--- src/hw/rtl/gbfd_pkg.sv ---
// Shared types, constants and the byte-wide CRC-32 function for the frame deframer.
// Depends on nothing; the module files of the block refer to it by scoped names.
package gbfd_pkg;

   localparam int unsigned LENGTH_BITS_DEFAULT = 16;
   localparam int unsigned INDEX_W = 17;

   localparam logic [7:0] SYNC_A = 8'hAA;
   localparam logic [7:0] SYNC_B = 8'h44;
   localparam logic [7:0] SYNC_C = 8'h12;
   localparam logic [7:0] MIN_HEADER = 8'd20;
   localparam logic [31:0] CRC_POLY = 32'hEDB88320;
   localparam logic [INDEX_W-1:0] CRC_BYTES = INDEX_W'(4);

   localparam logic [INDEX_W-1:0] IDX_HDR_LEN = INDEX_W'(3);
   localparam logic [INDEX_W-1:0] IDX_ID_LO = INDEX_W'(4);
   localparam logic [INDEX_W-1:0] IDX_ID_HI = INDEX_W'(5);
   localparam logic [INDEX_W-1:0] IDX_LEN_LO = INDEX_W'(8);
   localparam logic [INDEX_W-1:0] IDX_LEN_HI = INDEX_W'(9);
   localparam logic [INDEX_W-1:0] IDX_WEEK_FIRST = INDEX_W'(16);
   localparam logic [INDEX_W-1:0] IDX_WEEK_LAST = INDEX_W'(19);

   localparam logic [1:0] STATUS_CRC_GOOD = 2'd0;
   localparam logic [1:0] STATUS_CRC_BAD = 2'd1;
   localparam logic [1:0] STATUS_SHORT_HEADER = 2'd2;

   typedef enum logic [1:0] {
      PHASE_HUNT,
      PHASE_SAW_A,
      PHASE_SAW_AB,
      PHASE_FRAME
   } phase_type;

   typedef struct packed {
      logic [1:0] frame_status;
      logic [15:0] message_id;
      logic [31:0] week_millis;
      logic [7:0] header_length;
      logic [15:0] message_length;
   } result_type;

   typedef struct packed {
      logic valid;
      logic [7:0] data_byte;
   } stage_type;

   function automatic logic [31:0] crc_byte(input logic [31:0] crc, input logic [7:0] b);
      logic [31:0] t;
      t = {24'd0, crc[7:0] ^ b};
      for (int k = 0; k < 8; k++) begin
         if (t[0]) begin
            t = (t >> 1) ^ CRC_POLY;
         end else begin
            t = t >> 1;
         end
      end
      return {8'd0, crc[31:8]} ^ t;
   endfunction

   localparam logic [31:0] CRC_AFTER_SYNC =
      crc_byte(crc_byte(crc_byte(32'd0, SYNC_A), SYNC_B), SYNC_C);

endpackage

--- src/hw/rtl/gbfd_byte_if.sv ---
// Request channel carrying one received byte with a valid/ready handshake.
// Stands alone; used by the deframer top level.
interface gbfd_byte_if;
   logic valid;
   logic ready;
   logic [7:0] data_byte;

   modport source (output valid, output data_byte, input ready);
   modport sink (input valid, input data_byte, output ready);
endinterface

--- src/hw/rtl/gbfd_result_if.sv ---
// Result channel carrying one frame report with a valid/ready handshake.
// Stands alone; used by the deframer top level.
interface gbfd_result_if;
   logic valid;
   logic ready;
   logic [1:0] frame_status;
   logic [15:0] message_id;
   logic [31:0] week_millis;
   logic [7:0] header_length;
   logic [15:0] message_length;

   modport source (output valid, output frame_status, output message_id,
                   output week_millis, output header_length, output message_length,
                   input ready);
   modport sink (input valid, input frame_status, input message_id,
                 input week_millis, input header_length, input message_length,
                 output ready);
endinterface

--- src/hw/rtl/gbfd_input_reg.sv ---
// Input register holding one accepted byte until the frame engine consumes it.
// Depends on gbfd_pkg for the stage type.
module gbfd_input_reg (
   input logic clock,
   input logic reset,
   input logic in_valid,
   input logic [7:0] in_byte,
   output logic in_ready,
   input logic consume,
   output gbfd_pkg::stage_type stage
);

   logic valid_ff, valid_in;
   logic [7:0] byte_ff, byte_in;
   logic load;

   assign in_ready = !valid_ff || consume;
   assign load = in_valid && in_ready;

   always_comb begin
      valid_in = valid_ff;
      byte_in = byte_ff;
      if (load) begin
         valid_in = 1'b1;
         byte_in = in_byte;
      end else if (consume) begin
         valid_in = 1'b0;
      end
   end

   always_ff @(posedge clock) begin
      if (reset) begin
         valid_ff <= 1'b0;
      end else begin
         valid_ff <= valid_in;
      end
      byte_ff <= byte_in;
   end

   assign stage.valid = valid_ff;
   assign stage.data_byte = byte_ff;

endmodule

--- src/hw/rtl/gbfd_frame_engine.sv ---
// Sync hunt, header field capture, CRC-32, frame end detection: one byte a cycle unless stalled.
// Depends on gbfd_pkg for the phase enum, constants and the CRC function.
module gbfd_frame_engine #(
   parameter int unsigned LENGTH_BITS = gbfd_pkg::LENGTH_BITS_DEFAULT
) (
   input logic clock,
   input logic reset,
   input gbfd_pkg::stage_type stage,
   input logic out_free,
   output logic consume,
   output logic res_valid,
   output gbfd_pkg::result_type res
);

   gbfd_pkg::phase_type phase_ff, phase_in;
   logic [gbfd_pkg::INDEX_W-1:0] index_ff, index_in;
   logic [7:0] hdr_ff, hdr_in;
   logic [LENGTH_BITS-1:0] len_ff, len_in;
   logic [31:0] crc_ff, crc_in;
   logic [15:0] id_ff, id_in;
   logic [31:0] week_ff, week_in;

   logic [7:0] b;
   logic [31:0] crc_next;
   logic [15:0] len_merge, len_wide;
   logic [gbfd_pkg::INDEX_W-1:0] total;
   logic sync_done, short_abort, frame_end, frame_done, has_result;

   assign b = stage.data_byte;
   assign crc_next = gbfd_pkg::crc_byte(crc_ff, b);
   assign sync_done = (phase_ff == gbfd_pkg::PHASE_SAW_AB) && (b == gbfd_pkg::SYNC_C);

   always_comb begin
      len_merge = '0;
      len_merge[LENGTH_BITS-1:0] = len_ff;
      if (index_ff == gbfd_pkg::IDX_LEN_LO) begin
         len_merge[7:0] = b;
      end
      if (index_ff == gbfd_pkg::IDX_LEN_HI) begin
         len_merge[15:8] = b;
      end
      len_wide = '0;
      len_wide[LENGTH_BITS-1:0] = len_merge[LENGTH_BITS-1:0];
   end

   always_comb begin
      hdr_in = hdr_ff;
      len_in = len_ff;
      crc_in = crc_ff;
      id_in = id_ff;
      week_in = week_ff;
      index_in = index_ff;
      if (sync_done) begin
         index_in = gbfd_pkg::IDX_HDR_LEN;
         crc_in = gbfd_pkg::CRC_AFTER_SYNC;
         hdr_in = '0;
         len_in = '0;
         id_in = '0;
         week_in = '0;
      end else if (phase_ff == gbfd_pkg::PHASE_FRAME) begin
         crc_in = crc_next;
         len_in = len_merge[LENGTH_BITS-1:0];
         if (index_ff == gbfd_pkg::IDX_HDR_LEN) begin
            hdr_in = b;
         end
         if (index_ff == gbfd_pkg::IDX_ID_LO) begin
            id_in[7:0] = b;
         end
         if (index_ff == gbfd_pkg::IDX_ID_HI) begin
            id_in[15:8] = b;
         end
         if (index_ff >= gbfd_pkg::IDX_WEEK_FIRST && index_ff <= gbfd_pkg::IDX_WEEK_LAST) begin
            case (index_ff[1:0])
               2'd0: week_in[7:0] = b;
               2'd1: week_in[15:8] = b;
               2'd2: week_in[23:16] = b;
               2'd3: week_in[31:24] = b;
               default: week_in = week_ff;
            endcase
         end
      end
      total = gbfd_pkg::INDEX_W'(hdr_in) + gbfd_pkg::INDEX_W'(len_wide) + gbfd_pkg::CRC_BYTES;
      short_abort = (phase_ff == gbfd_pkg::PHASE_FRAME) &&
                    (index_ff == gbfd_pkg::IDX_HDR_LEN) && (b < gbfd_pkg::MIN_HEADER);
      frame_end = (phase_ff == gbfd_pkg::PHASE_FRAME) && (index_ff >= gbfd_pkg::IDX_ID_LO) &&
                  (({1'b0, index_ff} + 1'b1) >= {1'b0, total});
      frame_done = short_abort || frame_end;
      if (phase_ff == gbfd_pkg::PHASE_FRAME) begin
         index_in = frame_done ? '0 : index_ff + 1'b1;
      end
   end

   always_comb begin
      phase_in = phase_ff;
      case (phase_ff)
         gbfd_pkg::PHASE_HUNT: begin
            if (b == gbfd_pkg::SYNC_A) begin
               phase_in = gbfd_pkg::PHASE_SAW_A;
            end
         end
         gbfd_pkg::PHASE_SAW_A: begin
            if (b == gbfd_pkg::SYNC_B) begin
               phase_in = gbfd_pkg::PHASE_SAW_AB;
            end else if (b != gbfd_pkg::SYNC_A) begin
               phase_in = gbfd_pkg::PHASE_HUNT;
            end
         end
         gbfd_pkg::PHASE_SAW_AB: begin
            if (b == gbfd_pkg::SYNC_C) begin
               phase_in = gbfd_pkg::PHASE_FRAME;
            end else if (b == gbfd_pkg::SYNC_A) begin
               phase_in = gbfd_pkg::PHASE_SAW_A;
            end else begin
               phase_in = gbfd_pkg::PHASE_HUNT;
            end
         end
         gbfd_pkg::PHASE_FRAME: begin
            if (frame_done) begin
               phase_in = gbfd_pkg::PHASE_HUNT;
            end
         end
         default: phase_in = gbfd_pkg::PHASE_HUNT;
      endcase
   end

   always_comb begin
      has_result = frame_done;
      consume = stage.valid && (!has_result || out_free);
      res_valid = consume && has_result;
      if (short_abort) begin
         res.frame_status = gbfd_pkg::STATUS_SHORT_HEADER;
         res.message_id = '0;
         res.week_millis = '0;
         res.header_length = b;
         res.message_length = '0;
      end else begin
         res.frame_status = (crc_next == 32'd0) ? gbfd_pkg::STATUS_CRC_GOOD
                                                : gbfd_pkg::STATUS_CRC_BAD;
         res.message_id = id_in;
         res.week_millis = week_in;
         res.header_length = hdr_in;
         res.message_length = len_wide;
      end
   end

   always_ff @(posedge clock) begin
      if (reset) begin
         phase_ff <= gbfd_pkg::PHASE_HUNT;
         index_ff <= '0;
         hdr_ff <= '0;
         len_ff <= '0;
         crc_ff <= '0;
         id_ff <= '0;
         week_ff <= '0;
      end else if (consume) begin
         phase_ff <= phase_in;
         index_ff <= index_in;
         hdr_ff <= hdr_in;
         len_ff <= len_in;
         crc_ff <= crc_in;
         id_ff <= id_in;
         week_ff <= week_in;
      end
   end

endmodule

--- src/hw/rtl/gbfd_result_reg.sv ---
// Result register presenting one frame report until the consumer takes it.
// Depends on gbfd_pkg for the result type.
module gbfd_result_reg (
   input logic clock,
   input logic reset,
   input logic res_valid,
   input gbfd_pkg::result_type res,
   output logic out_free,
   output logic out_valid,
   input logic out_ready,
   output gbfd_pkg::result_type out_res
);

   logic valid_ff, valid_in;
   gbfd_pkg::result_type res_ff, res_in;

   assign out_free = !valid_ff || out_ready;

   always_comb begin
      valid_in = valid_ff;
      res_in = res_ff;
      if (res_valid) begin
         valid_in = 1'b1;
         res_in = res;
      end else if (out_ready) begin
         valid_in = 1'b0;
      end
   end

   always_ff @(posedge clock) begin
      if (reset) begin
         valid_ff <= 1'b0;
      end else begin
         valid_ff <= valid_in;
      end
      res_ff <= res_in;
   end

   assign out_valid = valid_ff;
   assign out_res = res_ff;

endmodule

--- src/hw/rtl/gnss_binary_frame_deframer_crc32.sv ---
// Top level of the sync-headed binary frame deframer with CRC-32 check.
// Depends on gbfd_pkg, gbfd_byte_if, gbfd_result_if and the three gbfd_ stage modules.
//
// Channel    Direction  Request contents
// req_chan   in         data_byte: one received serial byte
// rsp_chan   out        frame_status, message_id, week_millis, header_length, message_length
//
// One byte is accepted every cycle unless the engine stalls; each byte passes the input
// register, is processed by the frame engine, and a frame report appears in the result
// register the cycle after the last frame byte is processed.
// The engine stalls only when it must emit a report and the result register is still full.
// Synchronous active-high reset returns the engine to sync hunting and empties both registers.
module gnss_binary_frame_deframer_crc32 #(
   parameter int unsigned LENGTH_BITS = gbfd_pkg::LENGTH_BITS_DEFAULT
) (
   input logic clock,
   input logic reset,
   gbfd_byte_if.sink req_chan,
   gbfd_result_if.source rsp_chan
);

   gbfd_pkg::stage_type stage;
   gbfd_pkg::result_type res, out_res;
   logic consume, res_valid, out_free;

   gbfd_input_reg u_input_reg (
      .clock(clock),
      .reset(reset),
      .in_valid(req_chan.valid),
      .in_byte(req_chan.data_byte),
      .in_ready(req_chan.ready),
      .consume(consume),
      .stage(stage)
   );

   gbfd_frame_engine #(
      .LENGTH_BITS(LENGTH_BITS)
   ) u_frame_engine (
      .clock(clock),
      .reset(reset),
      .stage(stage),
      .out_free(out_free),
      .consume(consume),
      .res_valid(res_valid),
      .res(res)
   );

   gbfd_result_reg u_result_reg (
      .clock(clock),
      .reset(reset),
      .res_valid(res_valid),
      .res(res),
      .out_free(out_free),
      .out_valid(rsp_chan.valid),
      .out_ready(rsp_chan.ready),
      .out_res(out_res)
   );

   assign rsp_chan.frame_status = out_res.frame_status;
   assign rsp_chan.message_id = out_res.message_id;
   assign rsp_chan.week_millis = out_res.week_millis;
   assign rsp_chan.header_length = out_res.header_length;
   assign rsp_chan.message_length = out_res.message_length;

endmodule
--- src/flat_wrapper.sv ---
// flat-port wrapper written by rule: the top's interface ports become plain ports
module gnss_binary_frame_deframer_crc32_flat 
#(
   parameter int unsigned LENGTH_BITS = gbfd_pkg::LENGTH_BITS_DEFAULT
)
  (clock, reset, req_chan_valid, req_chan_data_byte, req_chan_ready, rsp_chan_valid, rsp_chan_frame_status, rsp_chan_message_id, rsp_chan_week_millis, rsp_chan_header_length, rsp_chan_message_length, rsp_chan_ready);
  gbfd_byte_if req_chan_i ();
  gbfd_result_if rsp_chan_i ();
  input logic clock;
  input logic reset;
  input wire logic [$bits(req_chan_i.valid)-1:0] req_chan_valid;
  input wire logic [$bits(req_chan_i.data_byte)-1:0] req_chan_data_byte;
  output wire logic [$bits(req_chan_i.ready)-1:0] req_chan_ready;
  output wire logic [$bits(rsp_chan_i.valid)-1:0] rsp_chan_valid;
  output wire logic [$bits(rsp_chan_i.frame_status)-1:0] rsp_chan_frame_status;
  output wire logic [$bits(rsp_chan_i.message_id)-1:0] rsp_chan_message_id;
  output wire logic [$bits(rsp_chan_i.week_millis)-1:0] rsp_chan_week_millis;
  output wire logic [$bits(rsp_chan_i.header_length)-1:0] rsp_chan_header_length;
  output wire logic [$bits(rsp_chan_i.message_length)-1:0] rsp_chan_message_length;
  input wire logic [$bits(rsp_chan_i.ready)-1:0] rsp_chan_ready;
  assign req_chan_i.valid = req_chan_valid;
  assign req_chan_i.data_byte = req_chan_data_byte;
  assign req_chan_ready = req_chan_i.ready;
  assign rsp_chan_valid = rsp_chan_i.valid;
  assign rsp_chan_frame_status = rsp_chan_i.frame_status;
  assign rsp_chan_message_id = rsp_chan_i.message_id;
  assign rsp_chan_week_millis = rsp_chan_i.week_millis;
  assign rsp_chan_header_length = rsp_chan_i.header_length;
  assign rsp_chan_message_length = rsp_chan_i.message_length;
  assign rsp_chan_i.ready = rsp_chan_ready;
  gnss_binary_frame_deframer_crc32 #(.LENGTH_BITS(LENGTH_BITS)) u_core (.clock(clock), .reset(reset), .req_chan(req_chan_i), .rsp_chan(rsp_chan_i));
endmodule
--- config.mk ---
export PLATFORM = sky130hd
export DESIGN_NAME = gnss_binary_frame_deframer_crc32_flat
export DESIGN_NICKNAME = d
export VERILOG_FILES = /design/src/hw/rtl/gbfd_pkg.sv /design/src/hw/rtl/gbfd_byte_if.sv /design/src/hw/rtl/gbfd_result_if.sv /design/src/hw/rtl/gbfd_input_reg.sv /design/src/hw/rtl/gbfd_frame_engine.sv /design/src/hw/rtl/gbfd_result_reg.sv /design/src/hw/rtl/gnss_binary_frame_deframer_crc32.sv /design/src/flat_wrapper.sv
export SDC_FILE = /design/constraint.sdc
export NUM_CORES = 1
export LEC_CHECK = 0
export ABC_CLOCK_PERIOD_IN_PS = 14500
export BUFFER_PORTS_ARGS = -buffer_cell sky130_fd_sc_hd__buf_2
export CAP_MARGIN = 20
export CORE_MARGIN = 2
export CORE_UTILIZATION = 30
export DETAILED_ROUTE_END_ITERATION = 8
export PLACE_DENSITY = 0.46
export SETUP_SLACK_MARGIN = 0.15
export SYNTH_ARGS = -nofsm -noshare
export SYNTH_HDL_FRONTEND = slang
export SYNTH_HIERARCHICAL = 1
export SYNTH_SLANG_ARGS = --single-unit
export TNS_END_PERCENT = 100
--- constraint.sdc ---
create_clock -name clock -period 14.5 [get_ports clock]
set_input_delay 2.9 -clock clock [delete_from_list [all_inputs] [get_ports clock]]
set_output_delay 2.9 -clock clock [all_outputs]
set_load 0.03 [all_outputs]
==> metrics.csv <==
metric,value,unit
critPathLaunchType,flop,
required,11.60,ns
fin_nets,1204,
fmax,0.0906,GHz
syn2layout_area_growth,16.1,%
ys_ff_latch,207,
wire_per_inst,18.6,um
synth_edf_count,82,
peakVddDrop,0.0952,mV
io_buffers,87,
antenna_found_initial,0,
p_int,1050,uW
dpl_cell_area,11500,sq um
fillers,3542,
rows,69,
hold_violations,0,
cts_setup_buffers,0,
diodes,0,
ys_top_cells_by_area,"dfxtp_1 23%, edfxtp_1 23%, ha_1 4.4%, xnor2_1 4.3%, nand2_1 4.3%",
synth_top_area_frac,0.234,
power_frac_comb,0.064,
p_leak,0.00498,uW
slew_violations,0,
grt_setup_unrepaired,false,
ys_types,66,
numCtsBuffers,25,
clock_latency,0.54,ns
grt_first_pass_wirelength,47100,um
drc,0,
die_width,193,um
status,"finished, final reports clean",
htreeDepth,1,
wirelength,30400,um
track_usage,0.163,
period_minus_slack,11.04,ns
worst_pin_slew,1.11,ns
drt_pre_antenna_iters,5,
fin_crit_sh,0.761,
synth_top_cell_by_area,dfxtp_1,
stdcell_area,12400,sq um
critPathMaxFanout,28,
slew_headroom,0.259,
final_cells,1633,
die_area,37100,sq um
cts_resized,0,
num_vias,8270,
die_h,193,um
switchingPower,314,uW
grt_pass1_vias,8087,
dp.cells,1587,
fin_setup_tns,0,ns
end_kind,primary output,
drive_above_1_share,0.162,
p_clk_frac,0.491,
setup_viol,0,
initial_core_util,0.303,
wl_met1,14400,um
drt-initial-drc-count,616,
swShare,0.231,
ctsHoldBuffers,0,
dr_wl_met3,1450,um
power.density,110,nW/um^2
synthFlopType,dfxtp_1,
synth_cells,1097,
fin_skew,0.0319,ns
cts_tree,yes,
clock-sinks,207,
wl_met2,13800,um
power_frac_seq,0.446,
hold_ws,0.455,ns
synthArstFlopShare,0,
ant_nets,0,
gp_congestion,0.829,
min_path_type,reg2reg,
synth.avg_cell_area,9.74,sq um
synth_seq_area_share,0.465,
gr-total-overflow,0,
critPathKind,reg2out,
cts.clk_slew.worst_paths,0.06,ns
via_per_inst,5.06,
synthesis.area,10700,sq um
syn_nets,1148,
cts.path.max_buffers,3,
grt_max_degree,56,
critPathArrivalTime,8.14,ns
yosys_warnings,6,
pin_count,88,
root_buffer,clkbuf_16,
dpl.hpwl,20600,um
drv_cap,0,
core,35300,sq um
highest_layer,met4,
-- metrics by stage --
stage / power, uW / setup WS [ns] / utilization
CTS: 1380 / 3.51 / 0.351
floorplan: 680 / 5.44 / -
detailed placement: 706 / 4.08 / 0.326
global placement: 705 / 4.28 / 0.326
finish: 1360 / 3.46 / 0.351
global route: 1410 / 2.96 / 0.351
-- synth_stat cells, drive strengths merged, types with 2 or more instances --
cell    count
dfxtp     125
nand2     123
nor2      105
edfxtp     82
a21oi      78
xnor2      57
nand3      56
o21ai      55
a22o       52
clkbuf     45
mux2i      41
xor2       39
ha         38
buf        28
inv        26
nand4      17
nor2b      15
a311oi     14
nor3       12
nor4       12
and3       11
nand2b      6
a21bo       5
and2        5
o31ai       5
a31oi       4
and4        4
a21o        3
nor3b       3
o211ai      3
o21a        3
or2         3
or3         3
o21bai      2
o32ai       2
-- final timing paths --
| kind | from | end | slack, ns | cells past startpoint |
|---|---|---|---|---|
| worst max-delay path | u_core/u_frame_engine/index_ff[0] | req_chan_ready | 3.46 | 26 |
| worst min-delay path | u_core/u_frame_engine/hdr_ff[6] | u_core/u_frame_engine/hdr_ff[6] | 0.45 | 2 |
| worst max register to register | u_core/u_frame_engine/index_ff[0] | u_core/u_result_reg/out_res[5] | 5.93 | 25 |
| worst min register to register | u_core/u_frame_engine/hdr_ff[6] | u_core/u_frame_engine/hdr_ff[6] | 0.45 | 2 |
-- power groups by stage --
stage / Sequential (uW) / Combinational [uW] / Clock, uW
2_1_floorplan: 616 / 63.7 / 0
3_3_place_gp: 619 / 85.7 / 0
3_5_place_dp: 619 / 86.5 / 0
4_1_cts: 607 / 87.0 / 690
5_1_grt: 607 / 94.0 / 712
6_report: 607 / 86.6 / 668
-- state kept, by name, indices dropped and copies added (netlist names) --
register,flops
u_core/u_result_reg/out_res,74
u_core/u_input_reg/byte_ff,8
u_core/u_frame_engine/len_ff,16
u_core/u_frame_engine/hdr_ff,8
u_core/u_frame_engine/week_ff,32
u_core/u_frame_engine/id_ff,16
u_core/u_frame_engine/phase_ff,2
u_core/u_frame_engine/index_ff,17
u_core/u_input_reg/valid_ff,1
u_core/u_frame_engine/crc_ff,32
u_core/u_result_reg/out_valid,1
-- layout by cell type, fill, tap and decap left out, types with 5 or more instances in the layout --
master,Yosys,final
inv_1,24,24
and3_1,11,11
buf_2,18,87
a21oi_2,7,7
nand3_1,56,56
nor2b_1,15,15
clkbuf_1,45,7
dfxtp_1,125,125
nand4_1,16,16
nor2_1,105,104
ha_1,38,38
a311oi_1,6,6
a311oi_2,8,8
clkbuf_16,0,25
xnor2_1,53,53
nor4_1,8,8
nand2_1,122,122
mux2i_1,41,41
clkbuf_8,0,5
a22o_1,52,52
nor3_1,12,11
o31ai_1,5,5
edfxtp_1,82,82
o21ai_0,55,55
a21oi_1,71,71
xor2_1,33,33
buf_4,4,14
a21bo_2,5,5
-- routing by layer --
metal,vias to the layer above,track usage
met1,3962,0.232
met4,0,0.0426
met5,-,0
met3,51,0.0207
li1,4023,-
met2,234,0.260
-- critical path: stages (launching register included) --
cell and delay [ns]:
dfxtp_1 0.53, ha_1 0.50, nand4b_1 0.20, nor2_1 0.76, mux2i_1 0.35, nor2_1 0.09
ha_1 0.31, ha_1 0.22, fa_1 0.41, a21o_1 0.17, a21oi_1 0.20, o21bai_1 0.09
a21oi_1 0.21, o21ai_0 0.28, nand4_1 0.20, xnor2_1 0.14, mux2i_1 0.11, ha_1 0.32
nand4_1 0.10, nor2_1 0.06, and4_1 0.18, o311ai_1 0.58, a311o_4 0.38, nand2_4 0.23
inv_2 0.50, nand2b_4 0.26, buf_2 0.21
-- cell families (layout without fill, tap and decap cells) --
| kind of cell | after synthesis | in the layout | share of synthesized area |
|---|---|---|---|
| adder cells (fa/ha/maj) | 39 | 39 | 0.0464 |
| AND/OR/NAND/NOR | 378 | 378 | 0.168 |
| AO/OA/AOI/OAI | 237 | 237 | 0.155 |
| multiplexers | 41 | 41 | 0.0384 |
| flip-flops | 207 | 207 | 0.465 |
| buffers and inverters | 99 | 174 | 0.0397 |
| XOR/XNOR | 96 | 96 | 0.0878 |
-- final cells by class --
type                       instances  area [sq um]  area share
multi-input combinational        791          5320       0.429
timing repair buffer             102           568      0.0458
sequential                       207          4960       0.400
inverter                          26          97.6     0.00787
tap                              461           577      0.0465
clock inverter                     9           161      0.0130
clock buffer                      37           721      0.0581
Note: power is estimated with default switching activity, not from simulation.
